`src/design/framed_message_parser_top_assert.svh`:
```
// Assertion macros shared by the framed message parser RTL.
`ifndef FRAMED_MESSAGE_PARSER_TOP_ASSERT_SVH
`define FRAMED_MESSAGE_PARSER_TOP_ASSERT_SVH

`ifndef SYNTHESIS

// Same-cycle implication, checked outside reset.
`define FMP_ASSERT_NOW(label, clk, rst_n, ante, cons) \
  label: assert property (@(posedge clk) disable iff (!rst_n) (ante) |-> (cons)) \
    else $error("assertion failed");

// Next-cycle implication, checked outside reset.
`define FMP_ASSERT_NEXT(label, clk, rst_n, ante, cons) \
  label: assert property (@(posedge clk) disable iff (!rst_n) (ante) |=> (cons)) \
    else $error("assertion failed");

`else

`define FMP_ASSERT_NOW(label, clk, rst_n, ante, cons)
`define FMP_ASSERT_NEXT(label, clk, rst_n, ante, cons)

`endif

`endif

```
`src/design/fmp_pkg.sv`:
```
// Types and constants shared by the framed message parser modules.
package fmp_pkg;

  localparam int TYPE_MAX_CHARS_DEF    = 6;
  localparam int PAYLOAD_MAX_CHARS_DEF = 15;

  localparam logic [7:0] CH_DOLLAR = 8'h24;
  localparam logic [7:0] CH_COMMA  = 8'h2C;
  localparam logic [7:0] CH_STAR   = 8'h2A;
  localparam logic [7:0] CH_MINUS  = 8'h2D;
  localparam logic [7:0] CH_PLUS   = 8'h2B;
  localparam logic [7:0] CH_ZERO   = 8'h30;

  // Keywords, first character in the top byte.
  localparam logic [39:0] KW_REF = 40'h48_4C_52_45_46;
  localparam logic [39:0] KW_ENA = 40'h48_4C_45_4E_41;

  localparam int OUT_TDATA_W = 88;

  typedef enum logic [1:0] {
    PH_HUNT    = 2'd0,
    PH_TYPE    = 2'd1,
    PH_PAYLOAD = 2'd2
  } phase_t;

  // Control from the framing logic to the field decoder.
  typedef struct packed {
    logic clear;  // a new payload starts
    logic take;   // a payload byte is consumed
  } field_ctl_t;

endpackage

```
`src/design/fmp_field_dec.sv`:
```
// Decodes the first two comma-separated payload fields into saturated signed values.
module fmp_field_dec (
  input  logic               clk,
  input  logic               rst_n,
  input  fmp_pkg::field_ctl_t ctl,
  input  logic [7:0]         rx_byte,
  output logic signed [15:0] value_one,
  output logic signed [15:0] value_two
);
  import fmp_pkg::*;

  logic [1:0]         field_num_r, field_num_nxt;
  logic               at_start_r, at_start_nxt;
  logic               neg_r, neg_nxt;
  logic signed [15:0] val1_r, val1_nxt;
  logic signed [15:0] val2_r, val2_nxt;

  logic signed [15:0] acc;
  logic signed [20:0] acc_x10;
  logic signed [8:0]  digit;
  logic signed [8:0]  digit_signed;
  logic signed [20:0] sum;
  logic signed [15:0] sat;
  logic               is_sign;

  // One multiply-by-ten and add, shared by both fields.
  always_comb begin
    acc          = (field_num_r == 2'd0) ? val1_r : val2_r;
    acc_x10      = (21'(acc) <<< 3) + (21'(acc) <<< 1);
    digit        = $signed({1'b0, rx_byte}) - $signed({1'b0, CH_ZERO});
    digit_signed = neg_r ? -digit : digit;
    sum          = acc_x10 + 21'(digit_signed);
    if (sum > 21'sd32767) begin
      sat = 16'sh7FFF;
    end else if (sum < -21'sd32768) begin
      sat = -16'sh8000;
    end else begin
      sat = sum[15:0];
    end
  end

  always_comb begin
    field_num_nxt = field_num_r;
    at_start_nxt  = at_start_r;
    neg_nxt       = neg_r;
    val1_nxt      = val1_r;
    val2_nxt      = val2_r;
    is_sign       = 1'b0;
    if (ctl.clear) begin
      field_num_nxt = 2'd0;
      at_start_nxt  = 1'b1;
      neg_nxt       = 1'b0;
      val1_nxt      = '0;
      val2_nxt      = '0;
    end else if (ctl.take) begin
      if (rx_byte == CH_COMMA) begin
        if (field_num_r < 2'd2) begin
          field_num_nxt = field_num_r + 2'd1;
        end
        at_start_nxt = 1'b1;
        neg_nxt      = 1'b0;
      end else begin
        if (at_start_r) begin
          at_start_nxt = 1'b0;
          if (rx_byte == CH_MINUS) begin
            neg_nxt = 1'b1;
            is_sign = 1'b1;
          end else if (rx_byte == CH_PLUS) begin
            neg_nxt = 1'b0;
            is_sign = 1'b1;
          end
        end
        if (!is_sign) begin
          if (field_num_r == 2'd0) begin
            val1_nxt = sat;
          end else if (field_num_r == 2'd1) begin
            val2_nxt = sat;
          end
        end
      end
    end
  end

  always_ff @(posedge clk) begin
    if (!rst_n) begin
      field_num_r <= 2'd0;
      at_start_r  <= 1'b1;
      neg_r       <= 1'b0;
      val1_r      <= '0;
      val2_r      <= '0;
    end else begin
      field_num_r <= field_num_nxt;
      at_start_r  <= at_start_nxt;
      neg_r       <= neg_nxt;
      val1_r      <= val1_nxt;
      val2_r      <= val2_nxt;
    end
  end

  assign value_one = val1_r;
  assign value_two = val2_r;

endmodule

```
`src/design/framed_message_parser_top.sv`:
```
// Framed message parser: byte stream in, one decoded result per closed frame out.
//
// in_*  : one received character per transaction in in_tdata[7:0].
// out_* : one result per frame of the form '$' type ',' payload '*'.
// Each accepted byte is handled in the cycle it is accepted; a frame's result
// appears on out_tvalid in the cycle after its closing '*' is accepted.
// Throughput is one byte per cycle unless a result waits on a low out_tready,
// set by the single registered pass that updates the frame state and field decoder.
// The type may hold up to TYPE_MAX_CHARS characters and the payload up to
// PAYLOAD_MAX_CHARS characters; one more drops the frame and the parser hunts
// for the next '$'. The first two payload fields are decoded as signed decimal
// values saturated to 16 bits; later fields only count toward the length.
// Reset (rst_n low, synchronous) puts the parser into the hunt for '$' and
// empties the output register.
// A result waits in the output register while out_tready is low. While it
// waits, in_tready follows out_tready, so no input byte is taken until the
// waiting result is accepted.
`include "framed_message_parser_top_assert.svh"

module framed_message_parser_top #(
  parameter int TYPE_MAX_CHARS    = fmp_pkg::TYPE_MAX_CHARS_DEF,
  parameter int PAYLOAD_MAX_CHARS = fmp_pkg::PAYLOAD_MAX_CHARS_DEF
) (
  input  logic                             clk,
  input  logic                             rst_n,
  input  logic                             in_tvalid,
  output logic                             in_tready,
  input  logic [7:0]                       in_tdata,   // [7:0] rx_byte
  output logic                             out_tvalid,
  input  logic                             out_tready,
  // [47:0] type_chars, [50:48] type_length, [66:51] first_value,
  // [82:67] second_value, [83] is_reference, [84] is_enable, [87:85] zero
  output logic [fmp_pkg::OUT_TDATA_W-1:0]  out_tdata
);
  import fmp_pkg::*;

  localparam int SW  = 8 * TYPE_MAX_CHARS;
  localparam int CW  = $clog2(TYPE_MAX_CHARS + 1);
  localparam int SLW = (TYPE_MAX_CHARS > 1) ? $clog2(TYPE_MAX_CHARS) : 1;
  localparam int PCW = $clog2(PAYLOAD_MAX_CHARS + 1);
  localparam bit KW_FITS = (TYPE_MAX_CHARS >= 5);
  localparam int KW_SHIFT = KW_FITS ? 8 * (TYPE_MAX_CHARS - 5) : 0;
  localparam logic [SW-1:0] REF_WORD = KW_FITS ? (SW'(KW_REF) << KW_SHIFT) : '0;
  localparam logic [SW-1:0] ENA_WORD = KW_FITS ? (SW'(KW_ENA) << KW_SHIFT) : '0;

  phase_t           phase_r, phase_nxt;
  logic [CW-1:0]    type_count_r, type_count_nxt;
  logic [SW-1:0]    type_store_r, type_store_nxt;
  logic [PCW-1:0]   payload_count_r, payload_count_nxt;
  logic [SLW-1:0]   slot;

  logic             in_fire;
  logic             result_fire;
  field_ctl_t       fctl;
  logic signed [15:0] value_one;
  logic signed [15:0] value_two;

  logic             out_valid_r;
  logic [47:0]      type_chars_r;
  logic [2:0]       type_length_r;
  logic signed [15:0] first_value_r;
  logic signed [15:0] second_value_r;
  logic             is_ref_r;
  logic             is_ena_r;

  logic [63:0]      type_wide;
  logic [7:0]       count_wide;
  logic             match_ref;
  logic             match_ena;

  assign in_tready = !out_valid_r || out_tready;
  assign in_fire   = in_tvalid && in_tready;

  assign slot = SLW'(TYPE_MAX_CHARS - 1) - type_count_r[SLW-1:0];

  always_comb begin
    phase_nxt         = phase_r;
    type_count_nxt    = type_count_r;
    type_store_nxt    = type_store_r;
    payload_count_nxt = payload_count_r;
    fctl              = '0;
    result_fire       = 1'b0;
    if (in_fire) begin
      case (phase_r)
        PH_TYPE: begin
          if (in_tdata == CH_COMMA) begin
            phase_nxt         = PH_PAYLOAD;
            payload_count_nxt = '0;
            fctl.clear        = 1'b1;
          end else if (type_count_r == CW'(TYPE_MAX_CHARS)) begin
            phase_nxt      = PH_HUNT;
            type_count_nxt = '0;
          end else begin
            type_store_nxt[{slot, 3'b000} +: 8] = in_tdata;
            type_count_nxt = type_count_r + CW'(1);
          end
        end
        PH_PAYLOAD: begin
          if (in_tdata == CH_STAR) begin
            phase_nxt   = PH_HUNT;
            result_fire = 1'b1;
          end else if (payload_count_r == PCW'(PAYLOAD_MAX_CHARS)) begin
            phase_nxt         = PH_HUNT;
            payload_count_nxt = '0;
          end else begin
            fctl.take         = 1'b1;
            payload_count_nxt = payload_count_r + PCW'(1);
          end
        end
        default: begin
          phase_nxt = PH_HUNT;
          if (in_tdata == CH_DOLLAR) begin
            phase_nxt      = PH_TYPE;
            type_count_nxt = '0;
            type_store_nxt = '0;
          end
        end
      endcase
    end
  end

  always_ff @(posedge clk) begin
    if (!rst_n) begin
      phase_r         <= PH_HUNT;
      type_count_r    <= '0;
      type_store_r    <= '0;
      payload_count_r <= '0;
    end else begin
      phase_r         <= phase_nxt;
      type_count_r    <= type_count_nxt;
      type_store_r    <= type_store_nxt;
      payload_count_r <= payload_count_nxt;
    end
  end

  fmp_field_dec u_field_dec (
    .clk       (clk),
    .rst_n     (rst_n),
    .ctl       (fctl),
    .rx_byte   (in_tdata),
    .value_one (value_one),
    .value_two (value_two)
  );

  always_comb begin
    type_wide  = 64'(type_store_r);
    count_wide = 8'(type_count_r);
    match_ref  = KW_FITS && (type_count_r == CW'(5)) && (type_store_r == REF_WORD);
    match_ena  = KW_FITS && (type_count_r == CW'(5)) && (type_store_r == ENA_WORD);
  end

  always_ff @(posedge clk) begin
    if (!rst_n) begin
      out_valid_r <= 1'b0;
    end else if (result_fire) begin
      out_valid_r <= 1'b1;
    end else if (out_tready) begin
      out_valid_r <= 1'b0;
    end
  end

  always_ff @(posedge clk) begin
    if (result_fire) begin
      type_chars_r   <= type_wide[47:0];
      type_length_r  <= count_wide[2:0];
      first_value_r  <= value_one;
      second_value_r <= value_two;
      is_ref_r       <= match_ref;
      is_ena_r       <= match_ena;
    end
  end

  assign out_tvalid = out_valid_r;
  assign out_tdata  = {3'b000, is_ena_r, is_ref_r, second_value_r, first_value_r,
                       type_length_r, type_chars_r};

  `FMP_ASSERT_NEXT(a_result_follows_star, clk, rst_n,
    in_fire && (phase_r == PH_PAYLOAD) && (in_tdata == CH_STAR), out_tvalid)
  `FMP_ASSERT_NOW(a_type_count_bound, clk, rst_n, 1'b1,
    type_count_r <= CW'(TYPE_MAX_CHARS))
  `FMP_ASSERT_NOW(a_payload_count_bound, clk, rst_n, 1'b1,
    payload_count_r <= PCW'(PAYLOAD_MAX_CHARS))
  `FMP_ASSERT_NOW(a_flags_exclusive, clk, rst_n, out_tvalid,
    !(is_ref_r && is_ena_r) && (!(is_ref_r || is_ena_r) || (type_length_r == 3'd5)))

endmodule

```
`config.mk`:
```
export PLATFORM = sky130hd
export DESIGN_NAME = framed_message_parser_top
export DESIGN_NICKNAME = d
export VERILOG_FILES = /design/src/design/fmp_pkg.sv /design/src/design/fmp_field_dec.sv /design/src/design/framed_message_parser_top.sv
export VERILOG_INCLUDE_DIRS = /design/src /design/src/design
export SDC_FILE = /design/constraint.sdc
export NUM_CORES = 1
export LEC_CHECK = 0
export BUFFER_PORTS_ARGS = -buffer_cell sky130_fd_sc_hd__buf_2
export CORE_MARGIN = 5
export CORE_UTILIZATION = 59
export CTS_CLUSTER_DIAMETER = 150
export CTS_CLUSTER_SIZE = 16
export DETAILED_ROUTE_END_ITERATION = 10
export PLACE_DENSITY = 0.81
export SLEW_MARGIN = 25
export SYNTH_ARGS = -nofsm -noshare
export SYNTH_HDL_FRONTEND = slang
export SYNTH_SLANG_ARGS = --single-unit
```
`constraint.sdc`:
```
create_clock -name clk -period 7.23 [get_ports clk]
set_clock_uncertainty 0.05 [all_clocks]
set_input_delay 0.3615 -clock clk [delete_from_list [all_inputs] [get_ports clk]]
set_output_delay 0.3615 -clock clk [all_outputs]
set_load 0.02 [all_outputs]
```
==> run_results.csv <==
group,metric,value,unit
timing,fmax,0.171,GHz
timing,whs,0.299,ns
grt,grt_pass1_wl,31.3,mm
die,fp.dieArea,17100,µm²
route,num_vias,6483,
logic_synthesis,yosys.area.top_type,"edfxtp_1",
placed_design,gp_congestion,0.947,
timing,setup_viol,0,
placed_design,numPortBuffers,98,
clock_network,cts_buffers,17,
final_layout,drive_above_1_share,0.174,
power_and_ir_drop,p_leak,3.75,nW
final_layout,nNetsFinal,957,
route,dr.pass1.iters,5,
die,die_y,131,µm
logic_synthesis,synth.most_common_cell,"dfxtp_1",
grt,antenna_found_initial,0,
clock_network,tritoncts,"built",
timing,hold_viol,0,
route,drt-total-wl,19.6,mm
clock_network,clk_latency,0.43,ns
route,drtIter0Drc,541,
final_layout,finalInstanceArea,9820,µm²
logic_synthesis,syn_area_per_cell,10.6,µm²
die,initial_utilization,0.598,
clock_network,clock-root-buffer,"clkbuf_16",
logic_synthesis,async_flop_share,0,
grt,overflow,0,
setup_path,crit_type,"in -> reg",
logic_synthesis,syn_inst,812,
placed_design,placed_area,9190,µm²
timing,rsz0062_at_grt,"no",
setup_path,cp.required,7.46,ns
die,ios,102,
setup_path,critPathLaunchType,"primary input",
route,wl_per_cell,18.0,µm
grt,grt_max_degree,61,
timing,slew_headroom,0.336,
clock_network,cts_resized,0,
clock_network,clock-sinks,179,
grt,grt_usage,0.235,
route,ant_nets,0,
logic_synthesis,synthTopCellsByArea,"edfxtp_1 30%, dfxtp_1 22%, ha_1 7.0%",
clock_network,h-tree-depth,4,
timing,min_period,5.85,ns
timing,fin_tns_setup,0,ns
power_and_ir_drop,p_per_area,214,nW/µm²
logic_synthesis,synth_seq_cells,179,
min_path,hold_class,"in -> reg",
die,core-area,14400,µm²
final_layout,areaGrowthSynthToFinish,13.8,%
clock_network,hold_buffers,0,
timing,finalCritPeriodShare,0.809,
logic_synthesis,yosysSeqAreaShare,0.514,
grt,grt_pass1_vias,6144,
logic_synthesis,yosys.cell_types.count,69,
die,die_x,131,µm
setup_path,crit_path_end_kind,"register",
final_layout,fin_util,0.681,
logic_synthesis,yosys_warnings,0,
logic_synthesis,ys_top_cells_by_count,"94 x dfxtp_1, 85 x edfxtp_1, 71 x nand2_1",
route,drc,0,
outcome,status,"finished, final reports clean",
timing,finalMaxSlewViolations,0,
placed_design,dp_hpwl,14.0,mm
timing,fin_ws,1.38,ns
clock_network,path_clk_slew,0.07,ns
job,cap_viol_max_count,0,
final_layout,insertedDiodeCount,0,
route,routed_via_density,5.96,
logic_synthesis,yosysTopAreaCellShare,0.296,
placed_design,post-place-ws,1.01,ns
clock_network,post_cts_buffers,0,
power_and_ir_drop,ir_worst_vdd,165,µV
setup_path,cp.arrival,6.08,ns
clock_network,clk_path_buf_depth,2,
timing,worst_slew_pin_slew,0.996,ns
logic_synthesis,netlist_area,8630,µm²
logic_synthesis,synthFlopType,"dfxtp_1",
setup_path,cp_max_fo,22,
die,rows,44,
logic_synthesis,synth_edf_count,85,
-- sequential cells by signal, indices dropped and copies added (netlist names) --
| register | flops |
|---|---|
| u_field_dec.at_start_r | 1 |
| payload_count_r | 4 |
| type_store_r | 48 |
| is_ena_r | 1 |
| is_ref_r | 1 |
| type_count_r | 3 |
| type_chars_r | 48 |
| type_length_r | 3 |
| out_tvalid | 1 |
| first_value_r | 16 |
| second_value_r | 16 |
| u_field_dec.value_two | 16 |
| u_field_dec.field_num_r | 2 |
| u_field_dec.value_one | 16 |
| u_field_dec.neg_r | 1 |
| phase_r | 2 |
-- routing by layer --
metal  wire length, µm  GRT usage  part of all wire
met5                 0          0                 0
met4               340     0.0690             0.017
met3              1550     0.0541             0.079
met2              8880      0.360              0.45
met1              8810      0.335              0.45
-- stage by stage --
stage / instances / power [mW]
2_1_floorplan: 814 / 1.14
3_3_place_gp: 1056 / 1.15
3_5_place_dp: 1056 / 1.15
4_1_cts: 1088 / 2.11
5_1_grt: 1088 / 2.17
6_report: 1088 / 2.10
-- cell type report --
class                   count  area [µm²]
repair buffers             99         498
clock buffers              18         439
multi-input cells         559        3900
fillers                  1094        4600
inverters                  35         131
clock inverters            14         188
well taps                 184         230
flip-flops and latches    179        4430
-- report_power, final --
part           switching (mW)  internal [mW]  leakage [nW]
Sequential         0.00000582           1.05          1.42
Clock                   0.405          0.564         0.304
Combinational          0.0551         0.0281          2.03
-- cells by family (layout without fill, tap and decap cells) --
logic type	Yosys count	count (layout)	synth area share
AND/OR/NAND/NOR	246	246	0.152
other	1	3	0.000434
multiplexers	18	18	0.0215
flip-flops	179	179	0.514
adder cells (fa/ha/maj)	54	54	0.0835
buffers and inverters	76	166	0.0371
XOR/XNOR	31	31	0.0315
AO/OA/AOI/OAI	207	207	0.161
-- cell usage in the layout (no fill, tap or decap), types with 5 or more instances in the layout --
cell / count
edfxtp_1: 85
a211oi_1: 5
inv_1: 35
nor2b_1: 35
ha_1: 47
nor3_1: 13
and2_1: 13
clkbuf_16: 17
xor2_1: 11
nor2_1: 25
or3_1: 5
o21bai_1: 10
a21boi_0: 19
and3_1: 11
dfxtp_1: 94
o21ai_1: 5
mux2i_1: 14
o21ai_2: 9
nand2_1: 71
buf_2: 98
nor4_1: 5
nand2b_1: 5
nand4_1: 10
nand3_1: 26
a21oi_1: 41
fa_1: 6
o21ai_0: 47
a21o_1: 9
xnor2_1: 20
a22oi_1: 29
-- worst paths after layout --
check | start | to | slack [ns] | cells past startpoint
setup / recovery | in_tdata[1] | u_field_dec.value_one[12] | 1.38 | 18
hold / removal | in_tdata[1] | type_store_r[17] | 0.30 | 3
setup reg to reg | u_field_dec.field_num_r[1] | u_field_dec.value_one[12] | 1.38 | 14
hold reg to reg | u_field_dec.value_two[8] | second_value_r[8] | 0.42 | 0
-- critical path: stages --
cell       delay (ns)
buf_2            0.18
inv_1            0.14
ha_1             0.25
nand4bb_1        0.18
nor4bb_1         0.36
or2_1            0.77
xnor2_1          0.17
ha_1             0.34
ha_1             0.41
nor3_1           0.27
o21ai_0          0.14
nand3_1          0.09
a31oi_1          0.07
o41ai_1          0.57
nor2_1           0.13
a211o_1          0.57
a21oi_1          0.88
a21oi_1          0.18
Power figures use the tool's default switching activity.
